### src/sv/utf8_pkg.sv
// shared types and constants for the utf8 identity validator
package utf8_pkg;

    // range allowed for the next continuation byte
    typedef enum logic [2:0] {
        CLS_ANY   = 3'd0,   // 80..bf
        CLS_A0_BF = 3'd1,   // after e0
        CLS_80_9F = 3'd2,   // after ed, keeps surrogates out
        CLS_90_BF = 3'd3,   // after f0
        CLS_80_8F = 3'd4    // after f4, caps at u+10ffff
    } cont_class_t;

    typedef enum logic [1:0] {
        VERDICT_OK        = 2'd0,
        VERDICT_TOO_LONG  = 2'd1,
        VERDICT_MALFORMED = 2'd2,
        VERDICT_FORBIDDEN = 2'd3
    } verdict_t;

    // register byte addresses
    localparam logic [2:0] ADDR_IDENTITY_RULES = 3'd0;
    localparam logic [2:0] ADDR_MAX_LENGTH     = 3'd4;

    localparam logic       IDENTITY_RULES_RESET = 1'b1;
    localparam logic [7:0] MAX_LENGTH_RESET     = 8'd128;

    localparam logic [7:0] ASCII_MAX      = 8'h7f;
    localparam logic [7:0] LEAD2_MIN      = 8'hc2;
    localparam logic [7:0] LEAD2_MAX      = 8'hdf;
    localparam logic [7:0] LEAD3_E0       = 8'he0;
    localparam logic [7:0] LEAD3_ED       = 8'hed;
    localparam logic [7:0] LEAD3_MAX      = 8'hef;
    localparam logic [7:0] LEAD4_F0       = 8'hf0;
    localparam logic [7:0] LEAD4_F4       = 8'hf4;
    localparam logic [7:0] CONT_MIN       = 8'h80;
    localparam logic [7:0] CONT_MAX       = 8'hbf;
    localparam logic [7:0] CONT_A0        = 8'ha0;
    localparam logic [7:0] CONT_9F        = 8'h9f;
    localparam logic [7:0] CONT_90        = 8'h90;
    localparam logic [7:0] CONT_8F        = 8'h8f;
    localparam logic [7:0] CONTROL_LIMIT  = 8'h20;
    localparam logic [7:0] CHAR_QUOTE     = 8'h22;
    localparam logic [7:0] CHAR_BACKSLASH = 8'h5c;
    localparam logic [7:0] COUNT_MAX      = 8'hff;

endpackage

### src/sv/utf8_identity_validator.sv
// streaming strict utf-8 and identity string checker, top level
//
// channel   dir  handshake                 payload
// -------   ---  ------------------------  ---------------------------------------
// s_axis    in   s_axis_tvalid/tready      tdata = data_byte, tlast = end_of_string
// m_axis    out  m_axis_tvalid/tready      tdata = string_ok, tuser = verdict,
//                                          tlast = string_done
// apb       in   psel/penable/pready       reg 0 identity_rules, reg 4 max_length
//
// one result per request, one request per cycle while s_axis_tready is high; the per-byte
// decode and state update sit between the string state registers and the
// result register, so each result leaves from a register
// a two-entry output (result register plus skid) keeps s_axis_tready high
// while a result is held downstream and drops it only when both are full
// rst_n clears the string state and the output valids and resets the registers to their defaults
module utf8_identity_validator
    import utf8_pkg::*;
(
    input  logic       clk,
    input  logic       rst_n,

    input  logic       s_axis_tvalid,
    output logic       s_axis_tready,
    input  logic [7:0] s_axis_tdata,   // [7:0] data_byte
    input  logic       s_axis_tlast,

    output logic       m_axis_tvalid,
    input  logic       m_axis_tready,
    output logic [7:0] m_axis_tdata,   // [0] string_ok, [7:1] zero
    output logic [1:0] m_axis_tuser,   // [1:0] verdict
    output logic       m_axis_tlast,

    input  logic       psel,
    input  logic       penable,
    input  logic       pwrite,
    input  logic [2:0] paddr,
    input  logic [31:0] pwdata,
    output logic [31:0] prdata,
    output logic       pready
);

    // configuration registers
    logic       identity_rules_reg;
    logic [7:0] max_length_reg;

    // string state
    logic [1:0]  pending_reg, pending_next;
    cont_class_t class_reg, class_next;
    logic        bad_reg, bad_next;
    logic        forbidden_reg, forbidden_next;
    logic [7:0]  count_reg, count_next;

    // output register and skid stage
    logic     out_valid_reg, out_valid_next;
    logic     out_ok_reg;
    verdict_t out_verdict_reg;
    logic     out_last_reg;
    logic     skid_valid_reg, skid_valid_next;
    logic     skid_ok_reg;
    verdict_t skid_verdict_reg;
    logic     skid_last_reg;

    logic     in_fire;
    logic     cfg_write;
    logic     cont_ok;
    logic     too_long, malformed, forbidden_rep;
    logic     res_ok;
    verdict_t res_verdict;
    logic     load_out, load_skid, move_skid;

    assign pready    = 1'b1;
    assign cfg_write = psel && penable && pwrite && pready;

    always_comb
    begin
        unique case (paddr)
            ADDR_IDENTITY_RULES: prdata = {31'd0, identity_rules_reg};
            ADDR_MAX_LENGTH:     prdata = {24'd0, max_length_reg};
            default:             prdata = 32'd0;
        endcase
    end

    always_ff @(posedge clk or negedge rst_n)
    begin
        if (!rst_n)
        begin
            identity_rules_reg <= IDENTITY_RULES_RESET;
            max_length_reg     <= MAX_LENGTH_RESET;
        end
        else if (cfg_write)
        begin
            if (paddr == ADDR_IDENTITY_RULES)
            begin
                identity_rules_reg <= pwdata[0];
            end
            if (paddr == ADDR_MAX_LENGTH)
            begin
                max_length_reg <= pwdata[7:0];
            end
        end
    end

    // input side stalls only when the skid stage holds a result
    assign s_axis_tready = !skid_valid_reg;
    assign in_fire       = s_axis_tvalid && s_axis_tready;

    // continuation byte range check for the current class
    always_comb
    begin
        unique case (class_reg)
            CLS_A0_BF: cont_ok = (s_axis_tdata >= CONT_A0) && (s_axis_tdata <= CONT_MAX);
            CLS_80_9F: cont_ok = (s_axis_tdata >= CONT_MIN) && (s_axis_tdata <= CONT_9F);
            CLS_90_BF: cont_ok = (s_axis_tdata >= CONT_90) && (s_axis_tdata <= CONT_MAX);
            CLS_80_8F: cont_ok = (s_axis_tdata >= CONT_MIN) && (s_axis_tdata <= CONT_8F);
            default:   cont_ok = (s_axis_tdata >= CONT_MIN) && (s_axis_tdata <= CONT_MAX);
        endcase
    end

    // decode step and verdict for the byte on the input
    always_comb
    begin
        pending_next   = pending_reg;
        class_next     = class_reg;
        bad_next       = bad_reg;
        forbidden_next = forbidden_reg;

        if (pending_reg != 2'd0)
        begin
            class_next = CLS_ANY;
            if (cont_ok)
            begin
                pending_next = pending_reg - 2'd1;
            end
            else
            begin
                // bad continuation: flag it, next byte starts over as a lead
                bad_next     = 1'b1;
                pending_next = 2'd0;
            end
        end
        else if (s_axis_tdata <= ASCII_MAX)
        begin
            pending_next = 2'd0;
        end
        else if ((s_axis_tdata >= LEAD2_MIN) && (s_axis_tdata <= LEAD2_MAX))
        begin
            pending_next = 2'd1;
            class_next   = CLS_ANY;
        end
        else if (s_axis_tdata == LEAD3_E0)
        begin
            pending_next = 2'd2;
            class_next   = CLS_A0_BF;
        end
        else if (s_axis_tdata == LEAD3_ED)
        begin
            pending_next = 2'd2;
            class_next   = CLS_80_9F;
        end
        else if ((s_axis_tdata > LEAD3_E0) && (s_axis_tdata <= LEAD3_MAX))
        begin
            pending_next = 2'd2;
            class_next   = CLS_ANY;
        end
        else if (s_axis_tdata == LEAD4_F0)
        begin
            pending_next = 2'd3;
            class_next   = CLS_90_BF;
        end
        else if ((s_axis_tdata > LEAD4_F0) && (s_axis_tdata < LEAD4_F4))
        begin
            pending_next = 2'd3;
            class_next   = CLS_ANY;
        end
        else if (s_axis_tdata == LEAD4_F4)
        begin
            pending_next = 2'd3;
            class_next   = CLS_80_8F;
        end
        else
        begin
            // stray continuation, c0/c1 overlong leads, f5 and up
            bad_next = 1'b1;
        end

        if ((s_axis_tdata < CONTROL_LIMIT) || (s_axis_tdata == CHAR_QUOTE)
            || (s_axis_tdata == CHAR_BACKSLASH))
        begin
            forbidden_next = 1'b1;
        end

        // length includes this byte; count saturates so huge strings stay long
        too_long      = identity_rules_reg
                        && (({1'b0, count_reg} + 9'd1) > {1'b0, max_length_reg});
        malformed     = bad_next || (s_axis_tlast && (pending_next != 2'd0));
        forbidden_rep = identity_rules_reg && forbidden_next;

        if (too_long)
        begin
            res_verdict = VERDICT_TOO_LONG;
        end
        else if (malformed)
        begin
            res_verdict = VERDICT_MALFORMED;
        end
        else if (forbidden_rep)
        begin
            res_verdict = VERDICT_FORBIDDEN;
        end
        else
        begin
            res_verdict = VERDICT_OK;
        end
        res_ok = (res_verdict == VERDICT_OK);

        count_next = (count_reg == COUNT_MAX) ? count_reg : count_reg + 8'd1;

        // final byte clears everything for the next string
        if (s_axis_tlast)
        begin
            pending_next   = 2'd0;
            class_next     = CLS_ANY;
            bad_next       = 1'b0;
            forbidden_next = 1'b0;
            count_next     = 8'd0;
        end
    end

    always_ff @(posedge clk or negedge rst_n)
    begin
        if (!rst_n)
        begin
            pending_reg   <= 2'd0;
            class_reg     <= CLS_ANY;
            bad_reg       <= 1'b0;
            forbidden_reg <= 1'b0;
            count_reg     <= 8'd0;
        end
        else if (in_fire)
        begin
            pending_reg   <= pending_next;
            class_reg     <= class_next;
            bad_reg       <= bad_next;
            forbidden_reg <= forbidden_next;
            count_reg     <= count_next;
        end
    end

    // output register and skid control
    always_comb
    begin
        out_valid_next  = out_valid_reg;
        skid_valid_next = skid_valid_reg;
        load_out        = 1'b0;
        load_skid       = 1'b0;
        move_skid       = 1'b0;

        if (!out_valid_reg || m_axis_tready)
        begin
            if (skid_valid_reg)
            begin
                move_skid       = 1'b1;
                out_valid_next  = 1'b1;
                skid_valid_next = 1'b0;
            end
            else
            begin
                load_out       = in_fire;
                out_valid_next = in_fire;
            end
        end
        else if (in_fire)
        begin
            load_skid       = 1'b1;
            skid_valid_next = 1'b1;
        end
    end

    always_ff @(posedge clk or negedge rst_n)
    begin
        if (!rst_n)
        begin
            out_valid_reg  <= 1'b0;
            skid_valid_reg <= 1'b0;
        end
        else
        begin
            out_valid_reg  <= out_valid_next;
            skid_valid_reg <= skid_valid_next;
        end
    end

    // result payload, no reset
    always_ff @(posedge clk)
    begin
        if (move_skid)
        begin
            out_ok_reg      <= skid_ok_reg;
            out_verdict_reg <= skid_verdict_reg;
            out_last_reg    <= skid_last_reg;
        end
        else if (load_out)
        begin
            out_ok_reg      <= res_ok;
            out_verdict_reg <= res_verdict;
            out_last_reg    <= s_axis_tlast;
        end
        if (load_skid)
        begin
            skid_ok_reg      <= res_ok;
            skid_verdict_reg <= res_verdict;
            skid_last_reg    <= s_axis_tlast;
        end
    end

    assign m_axis_tvalid = out_valid_reg;
    assign m_axis_tdata  = {7'd0, out_ok_reg};
    assign m_axis_tuser  = out_verdict_reg;
    assign m_axis_tlast  = out_last_reg;

    // skid stage is only filled behind a held result
    assert property (@(posedge clk) disable iff (!rst_n)
        skid_valid_reg |-> out_valid_reg)
        else $error("skid holds a result while the output register is empty");

    // no class restriction survives once a sequence is closed
    assert property (@(posedge clk) disable iff (!rst_n)
        (pending_reg == 2'd0) |-> (class_reg == CLS_ANY))
        else $error("continuation class left set with no sequence open");

    // final byte leaves the string state clear
    assert property (@(posedge clk) disable iff (!rst_n)
        (in_fire && s_axis_tlast) |=>
            ((count_reg == 8'd0) && (pending_reg == 2'd0) && !bad_reg && !forbidden_reg))
        else $error("string state not cleared after the final byte");

    // ok flag agrees with the verdict code on every shown result
    assert property (@(posedge clk) disable iff (!rst_n)
        m_axis_tvalid |-> (m_axis_tdata[0] == (m_axis_tuser == VERDICT_OK)))
        else $error("string_ok disagrees with verdict");

endmodule

### config.mk
export PLATFORM = sky130hd
export DESIGN_NAME = utf8_identity_validator
export DESIGN_NICKNAME = d
export VERILOG_FILES = /design/src/sv/utf8_pkg.sv /design/src/sv/utf8_identity_validator.sv
export SDC_FILE = /design/constraint.sdc
export NUM_CORES = 1
export LEC_CHECK = 0
export BUFFER_PORTS_ARGS = -buffer_cell sky130_fd_sc_hd__buf_2
export CAP_MARGIN = 20
export CORE_MARGIN = 5
export CORE_UTILIZATION = 45
export CTS_CLUSTER_SIZE = 12
export DETAILED_ROUTE_END_ITERATION = 10
export PLACE_DENSITY = 0.75
export SLEW_MARGIN = 20
export SYNTH_ARGS = -nofsm -noshare
export SYNTH_HDL_FRONTEND = slang
export SYNTH_SLANG_ARGS = --single-unit
### constraint.sdc
create_clock -name clk -period 4.8 [get_ports clk]
set_input_delay 0.48 -clock clk [delete_from_list [all_inputs] [get_ports clk]]
set_output_delay 0.48 -clock clk [all_outputs]
set_load 0.02 [all_outputs]
# Word-level counts from Yosys, hierarchy flattened
# Index checks and enable logic that the tools add are counted.
# word_totals
reg_bits,34
wordCells,134
# classes
n_addsub,3
n_lt_le_gt_ge,15
n_eq_ne,14
mux,56
reduce_logical,31
# op_table
operator,n
$eq A8 B8 Y1 const B,5
$le A8 B8 Y1 const B,5
$ge A8 B8 Y1 const B,4
$mux W2,16
$mux W3,10
$mux W1,26
$gt A8 B8 Y1 const B,2
$mux W8,2
$pmux W8 S2,1
$logic_and A1 B1 Y1,14
$add A8 B1 Y9 const B,1
$gt A9 B8 Y1,1
$reduce_bool A9 Y1,1
$add A8 B1 Y8 const B,1
$eq A8 B6 Y1 const B,1
$eq A8 B7 Y1 const B,1
$le A8 B7 Y1 const B,1
$lt A8 B6 Y1 const B,1
$lt A8 B8 Y1 const B,1
$reduce_bool A2 Y1,4
$eq A3 B2 Y1 const B,2
$eq A3 B3 Y1 const B,2
$reduce_and A2 Y1,3
$logic_or A1 B1 Y1,4
other kinds (9),10

# Longest topological paths before layout
# Gate-level depths: netlist of the first run.
# depth
word_depth,18
ltp_mapped,10
ltp_nobuf,10

# Worst setup path before layout of the first run
# OpenSTA, ideal clock, no wires.
# synth_path
kind,register -> register
startpoint,register count_reg[0]
endpoint,register out_verdict_reg[0] (netlist: m_axis_tuser[0]) (data pin)
arrival_time_ns,2.062
required_ns,4.533
setup_slack_ns,2.471
path_stages_with_launch,10
period_less_slack_ns,2.329
cell_sequence,dfrtp_1 > ha_1 > nand3_1 > xnor2_1 > ha_1 > a2111o_1 > o221ai_1 > a21oi_1 > nor2_1 > a22oi_1
# synth_between
elab_chain_cells,6
# synth_rtl
item,line_no,rtl
"start, declared",utf8_identity_validator.sv:51,"logic [7:0] count_reg, count_next;"
"start signal, assigned",utf8_identity_validator.sv:245,count_reg <= count_next;
$add A8 B1 Y9,utf8_identity_validator.sv:194,"&& (({1'b0, count_reg} + 9'd1) > {1'b0, max_length_reg});"
$gt A9 B8 Y1,utf8_identity_validator.sv:194,
$logic_and A1 B1 Y1,utf8_identity_validator.sv:194,
$mux W2,utf8_identity_validator.sv:198,if (too_long)
$mux W2,utf8_identity_validator.sv:302,else if (load_out)
$mux W2,utf8_identity_validator.sv:296,if (move_skid)
"end signal, assigned",utf8_identity_validator.sv:299,out_verdict_reg <= skid_verdict_reg;
"end signal, assigned",utf8_identity_validator.sv:305,out_verdict_reg <= res_verdict;
"end, declared",utf8_identity_validator.sv:56,verdict_t out_verdict_reg;
# No other way between the ends. The select of a mux whose other input is x is not followed.
# A chain may end at the register's enable or synchronous reset.

# Final worst setup path of the first run
# Same ends and word-level chain as after synthesis.

==> metrics.cfg, run 1 <==
[global_routing]
grt_first_pass_wirelength_um=8190
grt_max_degree=27
grt_pass1_vias=1851
grt_usage_pct=13.9
gr-total-overflow=0
antenna_found_initial=0

[power_and_ir_drop]
power_leakage_nw=1.28
p_per_area_nw_per_um2=330
vdd_drop_max_uv=135

[worst_setup_path]
critPathArrivalTime_ns=2.70
end_kind=flop
reg2reg_depth=9
path_class=reg2reg
required_ns=4.84
r2r_slack_ns=2.14
worstReg2RegStart=count_reg[0]$_DFFE_PN0P_
rr_endpoint=m_axis_tuser[0]$_DFFE_PP_
crit_path_max_fanout=6
startpoint_type=flop

[timing]
finalClockSkew_ns=0.00766
max_slew_margin_pct=51.5
slew_viol_final=0
setup_tns_ns=0
whs_ns=0.182
hold_viol_final=0
min_period_over_period_pct=55.4
period_minus_slack_ns=2.66
worstMarginPinSlew_ns=0.726
finalSetupViolCount=0
max_freq_mhz=376
grt_setup_unrepaired=no

[die]
die_h_um=84.2
core.rowCount=27
die_w_um=84.2
die_area_um2=7100
start_util_pct=45.6
core_um2=5440
ios=97

[cts]
clock-root-buffer=clkbuf_8
cts_tree=yes
insertion_delay_ns=0.29
htree_levels=2
cts_buffers=5
cts_sinks=34
cts_resized=0
clk_path_buf_depth=2
cts_setup_buffers=0
clk_pin_slew_ns=0.07
postCtsHoldBufs=0

[yosys]
yosys_warnings=0
muxShareOfSynthArea_pct=3.13
yosys.area_share.simple_pct=21.8
synth_fa_ha_area_share_pct=5.05
synth_top_family_by_area=simple AND/OR/NAND/NOR gates
syn_inst=273
synth-async-reset-ratio_pct=76.5
ys_top_cells_by_area=dfrtp_1, buf_4, edfxtp_1, ha_1, o21ai_0
postSynthAreaPerCell_um2=9.08
synth_edf_count=8
synthXorXnorAreaFrac_pct=2.47
synth_compound_area_share_pct=16.8
yosysSeqAreaShare_pct=36.0
synth_top_area_share_pct=24.2
synth-seq-cells=34
synth-main-ff-cell=dfrtp_1
yosysUniqueCellTypes=57
syn_area_um2=2480
synth_largest_area_cell=dfrtp_1

[finish]
diodes=0
register_area_um2=893
layout-drive-gt1-share_pct=20.8
nets=368
nFillCells=503
multi_input_area_um2=1340
area_growth_syn_to_layout_pct=9.43

[detailed_routing]
first_iter_violations=62
routed_wl_um=4910
num_vias=1977
ant_nets=0
avgViaCountPerCell=5.20
drc=0
firstDrtPassIters=4
wire_per_inst_um=12.9

[placement]
port_buffers=40
hpwlAfterDp_um=3840
gp_congestion=0.793

[worst_hold_path]
hp-class=in2async

[flow_run]
cap_violations=0

[outcome]
status=completed

[worst max path at each step]
stage,from,to,slack [ns],depth (start not counted)
2_1_floorplan,count_reg[0]$_DFFE_PN0P_,m_axis_tuser[0]$_DFFE_PP_,2.47,9
3_3_place_gp,count_reg[0]$_DFFE_PN0P_,m_axis_tuser[0]$_DFFE_PP_,2.20,9
3_5_place_dp,count_reg[0]$_DFFE_PN0P_,m_axis_tuser[0]$_DFFE_PP_,2.11,9
4_1_cts,count_reg[0]$_DFFE_PN0P_,m_axis_tuser[0]$_DFFE_PP_,2.11,9
5_1_grt,count_reg[0]$_DFFE_PN0P_,m_axis_tuser[0]$_DFFE_PP_,1.95,9
6_report,count_reg[0]$_DFFE_PN0P_,m_axis_tuser[0]$_DFFE_PP_,2.14,9
[kinds of logic (layout without fill, tap and decap cells)]
kind of cell             count (synthesis)  after routing
AND/OR/NAND/NOR                         96             96
AO/OA/AOI/OAI                           60             60
buffers and inverters                   57             62
flip-flops                              34             34
adder cells (fa/ha/maj)                 10             10
XOR/XNOR                                 7              7
multiplexers                             7              7
other                                    2             32
[cells in the final DEF (no fill, tap or decap), drive strengths merged, types with 3 or more instances in the layout]
cell type	count
a21oi	12
a22o	5
and2	9
and3	3
buf	40
clkbuf	5
conb	32
dfrtp	24
edfxtp	8
ha	10
inv	14
mux2	6
nand2	23
nand2b	8
nand3	5
nor2	18
nor2b	3
nor3	8
nor3b	3
nor4	3
o21a	3
o21ai	19
o31ai	4
xnor2	4
xor2	3
[stage by stage]
step	std cells	utilization, %	worst slack (ns)	instance area [µm²]	total power, mW
6_report	380	49.9	2.14	2710	0.896
5_1_grt	380	49.9	1.95	2710	0.949
4_1_cts	380	49.9	2.11	2710	0.906
3_5_place_dp	372	47.4	2.11	2580	0.583
3_3_place_gp	372	47.4	2.20	2580	0.576
2_1_floorplan	303	-	2.47	2590	0.547
[where the power goes]
part	leakage, nW	total, mW	internal (mW)	switching (mW)
Clock	0.0683	0.318	0.208	0.110
Sequential	0.405	0.361	0.337	0.0233
Combinational	0.808	0.217	0.0828	0.134
Total	1.28	0.896	0.628	0.267
[per-layer routing]
layer / GRT usage, % / vias up / part of all wire, %
met5: 0 / - / 0
met4: 5.12 / 0 / 1.2
met3: 4.02 / 8 / 8.2
met2: 22.9 / 78 / 48
met1: 17.2 / 899 / 43
li1: - / 992 / -
[layout make-up]
cell class / count / area share (%)
clock inverter: 3 / 2.54
sequential: 34 / 32.9
timing repair buffer: 40 / 7.38
multi-input combinational: 212 / 49.4
inverter: 14 / 1.94
tap: 72 / 3.32
clock buffer: 5 / 2.54
[cell usage after synthesis, drive strengths merged, types with 2 or more instances]
cell	count
a211oi	2
a21oi	12
a22o	5
a41oi	2
and2	9
and3	3
and4	2
buf	38
clkbuf	5
conb	2
dfrtp	24
dfstp	2
edfxtp	8
ha	10
inv	14
mux2	6
nand2	23
nand2b	8
nand3	5
nand3b	2
nand4	2
nand4b	2
nor2	18
nor2b	3
nor3	8
nor3b	3
nor4	3
nor4bb	2
o21a	3
o21ai	19
o31ai	4
xnor2	4
xor2	3
[worst max-delay path, cell delays in order, from the launching register on]
cell,delay [ns]
dfrtp_1,0.43
ha_1,0.29
nand3_1,0.13
xnor2_1,0.24
ha_1,0.31
a2111o_1,0.42
o221ai_1,0.17
a21oi_1,0.17
nor2_1,0.18
a22oi_1,0.08
Note: power is estimated with default switching activity, not from simulation.
==> run 2: changes to the inputs <==
--- a/config.mk
+++ b/config.mk
@@ -5,13 +5,14 @@
 export SDC_FILE = /design/constraint.sdc
 export NUM_CORES = 1
 export LEC_CHECK = 0
+export ABC_AREA = 1
 export BUFFER_PORTS_ARGS = -buffer_cell sky130_fd_sc_hd__buf_2
 export CAP_MARGIN = 20
 export CORE_MARGIN = 5
-export CORE_UTILIZATION = 45
+export CORE_UTILIZATION = 44
 export CTS_CLUSTER_SIZE = 12
 export DETAILED_ROUTE_END_ITERATION = 10
-export PLACE_DENSITY = 0.75
+export PLACE_DENSITY = 0.77
 export SLEW_MARGIN = 20
 export SYNTH_ARGS = -nofsm -noshare
 export SYNTH_HDL_FRONTEND = slang
==> constraint.sdc (replaced) <==
create_clock -name clk -period 2.4 [get_ports clk]
set_input_delay 0.24 -clock clk [delete_from_list [all_inputs] [get_ports clk]]
set_output_delay 0.24 -clock clk [all_outputs]
set_load 0.02 [all_outputs]
==> run 2 against run 1 <==
  * The run now ends with setup timing left
  * Wire length up 9.5%
  * First-iteration DRC count down 21%
  * Setup slack worse by 2.2 ns
  * Clock-buffer cell count up 1
  * Sequential power up 94%
  * Critical path depth up 6
  * Flip-flop and latch count unchanged
  * Power up 76%
  * Die area down 1.1%
  * Sequential share of layout area down 1.9 points
  * Critical endpoint is now out_ok_reg$_DFFE_PP_
==> metrics.cfg, run 2 <==
[worst_setup_path]
crit_path_max_fanout=4
r2r_slack_ns=-0.02
reg2reg_depth=15
required_ns=2.43
path_class=reg2reg
worstReg2RegStart=count_reg[0]$_DFFE_PN0P_
cp-startpoint=count_reg[0]$_DFFE_PN0P_
end_kind=flop
startpoint_type=flop
critPathArrivalTime_ns=2.45
rr_endpoint=out_ok_reg$_DFFE_PP_

[timing]
finalSetupViolCount=2
whs_ns=0.160
slew_viol_final=0
worst_slack_ns=-0.0217
finalClockSkew_ns=0.00785
min_period_over_period_pct=101
max_slew_margin_pct=59.3
grt_setup_unrepaired=yes
period_minus_slack_ns=2.42
max_freq_mhz=413
worstMarginPinSlew_ns=0.610
hold_viol_final=0

[yosys]
syn_inst=317
synth-main-ff-cell=dfrtp_1
netlist_top_cells_count=nand2_1, inv_1, nor2_1
syn_area_um2=2390
postSynthAreaPerCell_um2=7.55
synth_edf_count=8
yosysUniqueCellTypes=33
synth-seq-cells=34
synth_top_area_share_pct=25.1
ys_top_cells_by_area=dfrtp_1, buf_4, edfxtp_1, nand2_1, inv_1
yosys_warnings=0
yosysSeqAreaShare_pct=37.3
yosysMostFrequentCell=nand2_1
synth_largest_area_cell=dfrtp_1
synth-async-reset-ratio_pct=76.5

[cts]
cts_sinks=34
insertion_delay_ns=0.28
htree_levels=2
clock-root-buffer=clkbuf_8
clk_path_buf_depth=2
cts_buffers=5
cts_tree=yes
clk_pin_slew_ns=0.07

[detailed_routing]
ant_nets=0
first_iter_violations=49
drc=0
num_vias=2110
firstDrtPassIters=4
routed_wl_um=5380
wire_per_inst_um=11.9
avgViaCountPerCell=4.68

[worst_hold_path]
hp-class=in2reg
min_path_cells=3
hold_end=max_length_reg[3]$_DFFE_PN0P_
hp-start=pwdata[3]

[finish]
diodes=0
area_growth_syn_to_layout_pct=20.3
nets=441
layout-drive-gt1-share_pct=28.3
fin_area_um2=2880
finalNonFillerCells=451
layout_commonest_cell=nand2_1
final_cell_mix=nand2_1, inv_1, buf_2, nor2_1, conb_1

[global_routing]
grt_first_pass_wirelength_um=8630
grt_max_degree=27
antenna_found_initial=0
grt_usage_pct=14.6
grt_pass1_vias=2076
gr-total-overflow=0

[die]
core_um2=5200
die_area_um2=7010
die_w_um=83.8
ios=97
core.rowCount=26
die_h_um=83.8
start_util_pct=46.0

[outcome]
violations=setup timing
status=complete, but fails checks

[power_and_ir_drop]
power_leakage_nw=1.50
p_per_area_nw_per_um2=548
power_mw=1.58
vdd_drop_max_uv=316

[placement]
hpwlAfterDp_um=3960
dp_cells=429
post-place-ws_ns=-0.0482
gp_congestion=0.887
postPlaceCellArea_um2=2590
port_buffers=40

[flow_run]
cap_violations=0

run 2: area by class of cell:
type                            instances  area (µm²)
Multi-Input combinational cell        228        1270
Sequential cell                        34         893
Fill cell                             499        2330
Clock inverter                          2        8.76
Clock buffer                            6        72.6
Tap cell                               70        87.6
Inverter                               51         191
Timing Repair Buffer                   60         353
run 2: layer usage:
layer | part of all wire (%) | wire length [µm] | vias to the layer above | GRT usage (%)
li1 | - | - | 1070 | -
met1 | 42 | 2250 | 983 | 16.8
met2 | 52 | 2800 | 47 | 26.3
met3 | 4.1 | 222 | 10 | 3.36
met4 | 2.0 | 106 | 0 | 5.26
met5 | 0 | 0 | - | 0
run 2: critical path: stages, from the launching register on:
cell      delay, ns
dfrtp_1        0.39
nand2_1        0.09
nor2_2         0.19
nand3_2        0.12
nor2_2         0.14
nand2_2        0.07
xor2_2         0.17
inv_2          0.07
ha_4           0.29
nand3_4        0.08
nor2_2         0.11
nor2_1         0.05
nand2_1        0.07
nand3_2        0.11
nand4_1        0.15
o21bai_2       0.07
run 2: timing repair:
item | CTS | global route
endpoints found under the hold margin | 24 | 0
endpoints found under the setup margin | 3 | 7
hold buffers | 1 | 0
buffers inserted | 11 | 2
resized for setup | 8 | 14
pin swaps | 7 | 13
run 2: cell families (layout without fill, tap and decap cells):
logic type,Yosys count,count (layout),share of synthesized area (%)
compound gates,42,42,10.8
xor+xnor,5,5,1.83
fa+ha+maj,10,10,5.23
buf+inv,85,119,18.5
flops,34,34,37.3
mux,1,1,0.470
other cells,2,32,0.314
simple gates,138,138,25.6
run 2: where the power goes:
part / switching [mW] / total, mW / internal (mW) / leakage [nW]
Sequential: 0.0283 / 0.702 / 0.674 / 0.404
Clock: 0.202 / 0.401 / 0.199 / 0.0426
Combinational: 0.311 / 0.474 / 0.163 / 1.05
Total: 0.541 / 1.58 / 1.04 / 1.50
run 2: metrics by stage:
stage	setup TNS, ns	utilization [%]
after floorplan	0	-
after global placement	0	49.7
after detailed placement	-0.0682	49.7
after CTS	0	53.8
after global routing	-0.606	55.3
final	-0.0273	55.3
run 2: how the worst max path moves through the flow:
stage                                 endpoint  slack (ns)  depth (start not counted)
after floorplan           out_ok_reg$_DFFE_PP_        0.18                         14
after global placement    out_ok_reg$_DFFE_PP_        0.04                         14
after detailed placement  out_ok_reg$_DFFE_PP_       -0.05                         14
after CTS                 out_ok_reg$_DFFE_PP_        0.01                         15
after global routing      out_ok_reg$_DFFE_PP_       -0.15                         15
final                     out_ok_reg$_DFFE_PP_       -0.02                         15
==> run 3: changes to the inputs <==
--- a/config.mk
+++ b/config.mk
@@ -12,7 +12,9 @@
 export CORE_UTILIZATION = 44
 export CTS_CLUSTER_SIZE = 12
 export DETAILED_ROUTE_END_ITERATION = 10
-export PLACE_DENSITY = 0.77
+export PLACE_DENSITY_LB_ADDON = 0.25
+export RECOVER_POWER = 50
+export SKIP_CTS_REPAIR_TIMING = 1
 export SLEW_MARGIN = 20
 export SYNTH_ARGS = -nofsm -noshare
 export SYNTH_HDL_FRONTEND = slang
==> run 3 against run 2 <==
  * The run still ends with setup timing left
  * Core utilization down 2.0 points
  * Critical path depth down 1
  * Flip-flop and latch count did not move
  * Critical path type unchanged
  * Largest cell class unchanged
  * Largest power group unchanged
  * Highest routed layer unchanged
==> metrics.cfg, run 3 (same netlist as run 2, synthesis figures left out) <==
[cts]
clk_path_buf_depth=2
clock-root-buffer=clkbuf_8
cts_sinks=34
htree_levels=2
cts_buffers=5
clk_pin_slew_ns=0.07
cts_tree=yes
insertion_delay_ns=0.28

[placement]
port_buffers=40
gp_congestion=0.811
dp_cells=429
hpwlAfterDp_um=3800

[power_and_ir_drop]
internal_power_mw=1.13
sw_frac_of_total_pct=32.1
power_switching_uw=532
combPwrFrac_pct=26.6
p_per_area_nw_per_um2=597
pwr-share-clk_pct=31.1
power_leakage_nw=1.44
vdd_drop_max_uv=474
pwr-share-seq_pct=42.3
power_mw=1.66

[outcome]
status=complete, but fails checks
violations=setup timing

[timing]
whs_ns=0.159
grt_setup_unrepaired=yes
max_slew_margin_pct=3.90
slew_viol_final=0
min_period_over_period_pct=100
max_freq_mhz=415
worst_slack_ns=-0.00940
period_minus_slack_ns=2.41
worstMarginPinSlew_ns=1.44
finalClockSkew_ns=0.00616
finalSetupViolCount=1
hold_viol_final=0

[die]
die_h_um=83.8
core_um2=5200
die_w_um=83.8
ios=97
core.rowCount=26
die_area_um2=7010
start_util_pct=46.0

[worst_setup_path]
critPathArrivalTime_ns=2.45
r2r_slack_ns=-0.009
end_kind=flop
crit_chain=ha_2 > nand2_2 > nor2_4 > xor2_2 > inv_2 > ha_4 > nand2_2 > o21a_1 > nor2_1 > nor2_1 > nand2_1 > nand3_2 > nand4_1 > o21bai_2
worstSetupEndpoint=out_ok_reg$_DFFE_PP_
reg2reg_depth=14
rr_endpoint=out_ok_reg$_DFFE_PP_
path_class=reg2reg
crit_path_max_fanout=4
cp-startpoint=count_reg[0]$_DFFE_PN0P_
crit_cells=14
startpoint_type=flop
required_ns=2.44
critPathSlowestCell=dfrtp_1
cp_num_buf_inv=1
cpPeakStageDelay_ns=0.38
crit_family=simple AND/OR/NAND/NOR gates
worstReg2RegStart=count_reg[0]$_DFFE_PN0P_

[global_routing]
antenna_found_initial=0
grt_first_pass_wirelength_um=8100
grt_max_degree=27
grt_pass1_vias=1910
grt_usage_pct=13.8
gr-total-overflow=0

[finish]
layout-drive-gt1-share_pct=23.0
diodes=0
layout_commonest_cell=nand2_1
area_growth_syn_to_layout_pct=16.0
final_cell_mix=nand2_1, inv_1, nor2_1, conb_1, buf_2
finalNonFillerCells=439
nets=429

[worst_hold_path]
hp-class=in2reg

[detailed_routing]
avgViaCountPerCell=4.60
ant_nets=0
wire_per_inst_um=11.2
drc=0
first_iter_violations=85
num_vias=2020
routed_wl_um=4910
firstDrtPassIters=4

[flow_run]
cap_violations=0

-- run 3: cell count changes in the layout (fill, tap and decap cells not counted), sizes merged --
cell         change
clkbuf           +8
bufinv           +1
buf             -20
dlygate4sd3      -1
-- run 3: worst min path at each step --
stage	startpoint	to	slack (ns)	cells after the start
2_1_floorplan	rst_n	bad_reg$_DFFE_PN0P_	-0.06	0
3_3_place_gp	rst_n	count_reg[4]$_DFFE_PN0P_	0.28	1
3_5_place_dp	rst_n	count_reg[4]$_DFFE_PN0P_	0.29	1
4_1_cts	rst_n	count_reg[3]$_DFFE_PN0P_	-0.02	1
5_1_grt	pwdata[3]	max_length_reg[3]$_DFFE_PN0P_	0.17	3
6_report	pwdata[1]	max_length_reg[1]$_DFFE_PN0P_	0.16	3
-- run 3: final cells by class --
type / count / area, µm²
multi-input combinational: 228 / 1250
fill: 538 / 2430
tap: 70 / 87.6
inverter: 51 / 191
clock inverter: 3 / 40.0
timing repair buffer: 48 / 246
sequential: 34 / 893
clock buffer: 5 / 68.8
-- run 3: stage by stage --
step | instance area, µm² | util, % | setup TNS [ns] | setup WS, ns
2_1_floorplan | 2510 | - | 0 | 0.178
3_3_place_gp | 2590 | 49.7 | -0.0241 | -0.0241
3_5_place_dp | 2590 | 49.7 | -0.129 | -0.0704
4_1_cts | 2700 | 51.8 | -0.211 | -0.103
5_1_grt | 2780 | 53.3 | -0.525 | -0.176
6_report | 2780 | 53.3 | -0.00940 | -0.00940
-- run 3: worst register-to-register path, stage by stage (launching register included) --
cell      delay, ns
dfrtp_1        0.38
ha_2           0.20
nand2_2        0.07
nor2_4         0.17
xor2_2         0.20
inv_2          0.07
ha_4           0.28
nand2_2        0.05
o21a_1         0.17
nor2_1         0.10
nor2_1         0.05
nand2_1        0.08
nand3_2        0.11
nand4_1        0.16
o21bai_2       0.08
-- run 3: metal layers --
layer / vias up / GRT usage [%] / wire, µm
li1: 1044 / - / -
met1: 932 / 16.1 / 2120
met2: 39 / 24.7 / 2500
met3: 5 / 3.16 / 226
met4: 0 / 4.39 / 64
met5: - / 0 / 0
-- run 3: power by group through the flow --
stage	logic, mW	clock network [mW]	registers, mW
floorplan	0.336	0	0.716
global placement	0.413	0	0.709
detailed placement	0.420	0	0.712
CTS	0.421	0.531	0.701
global route	0.503	0.553	0.710
finish	0.441	0.515	0.701
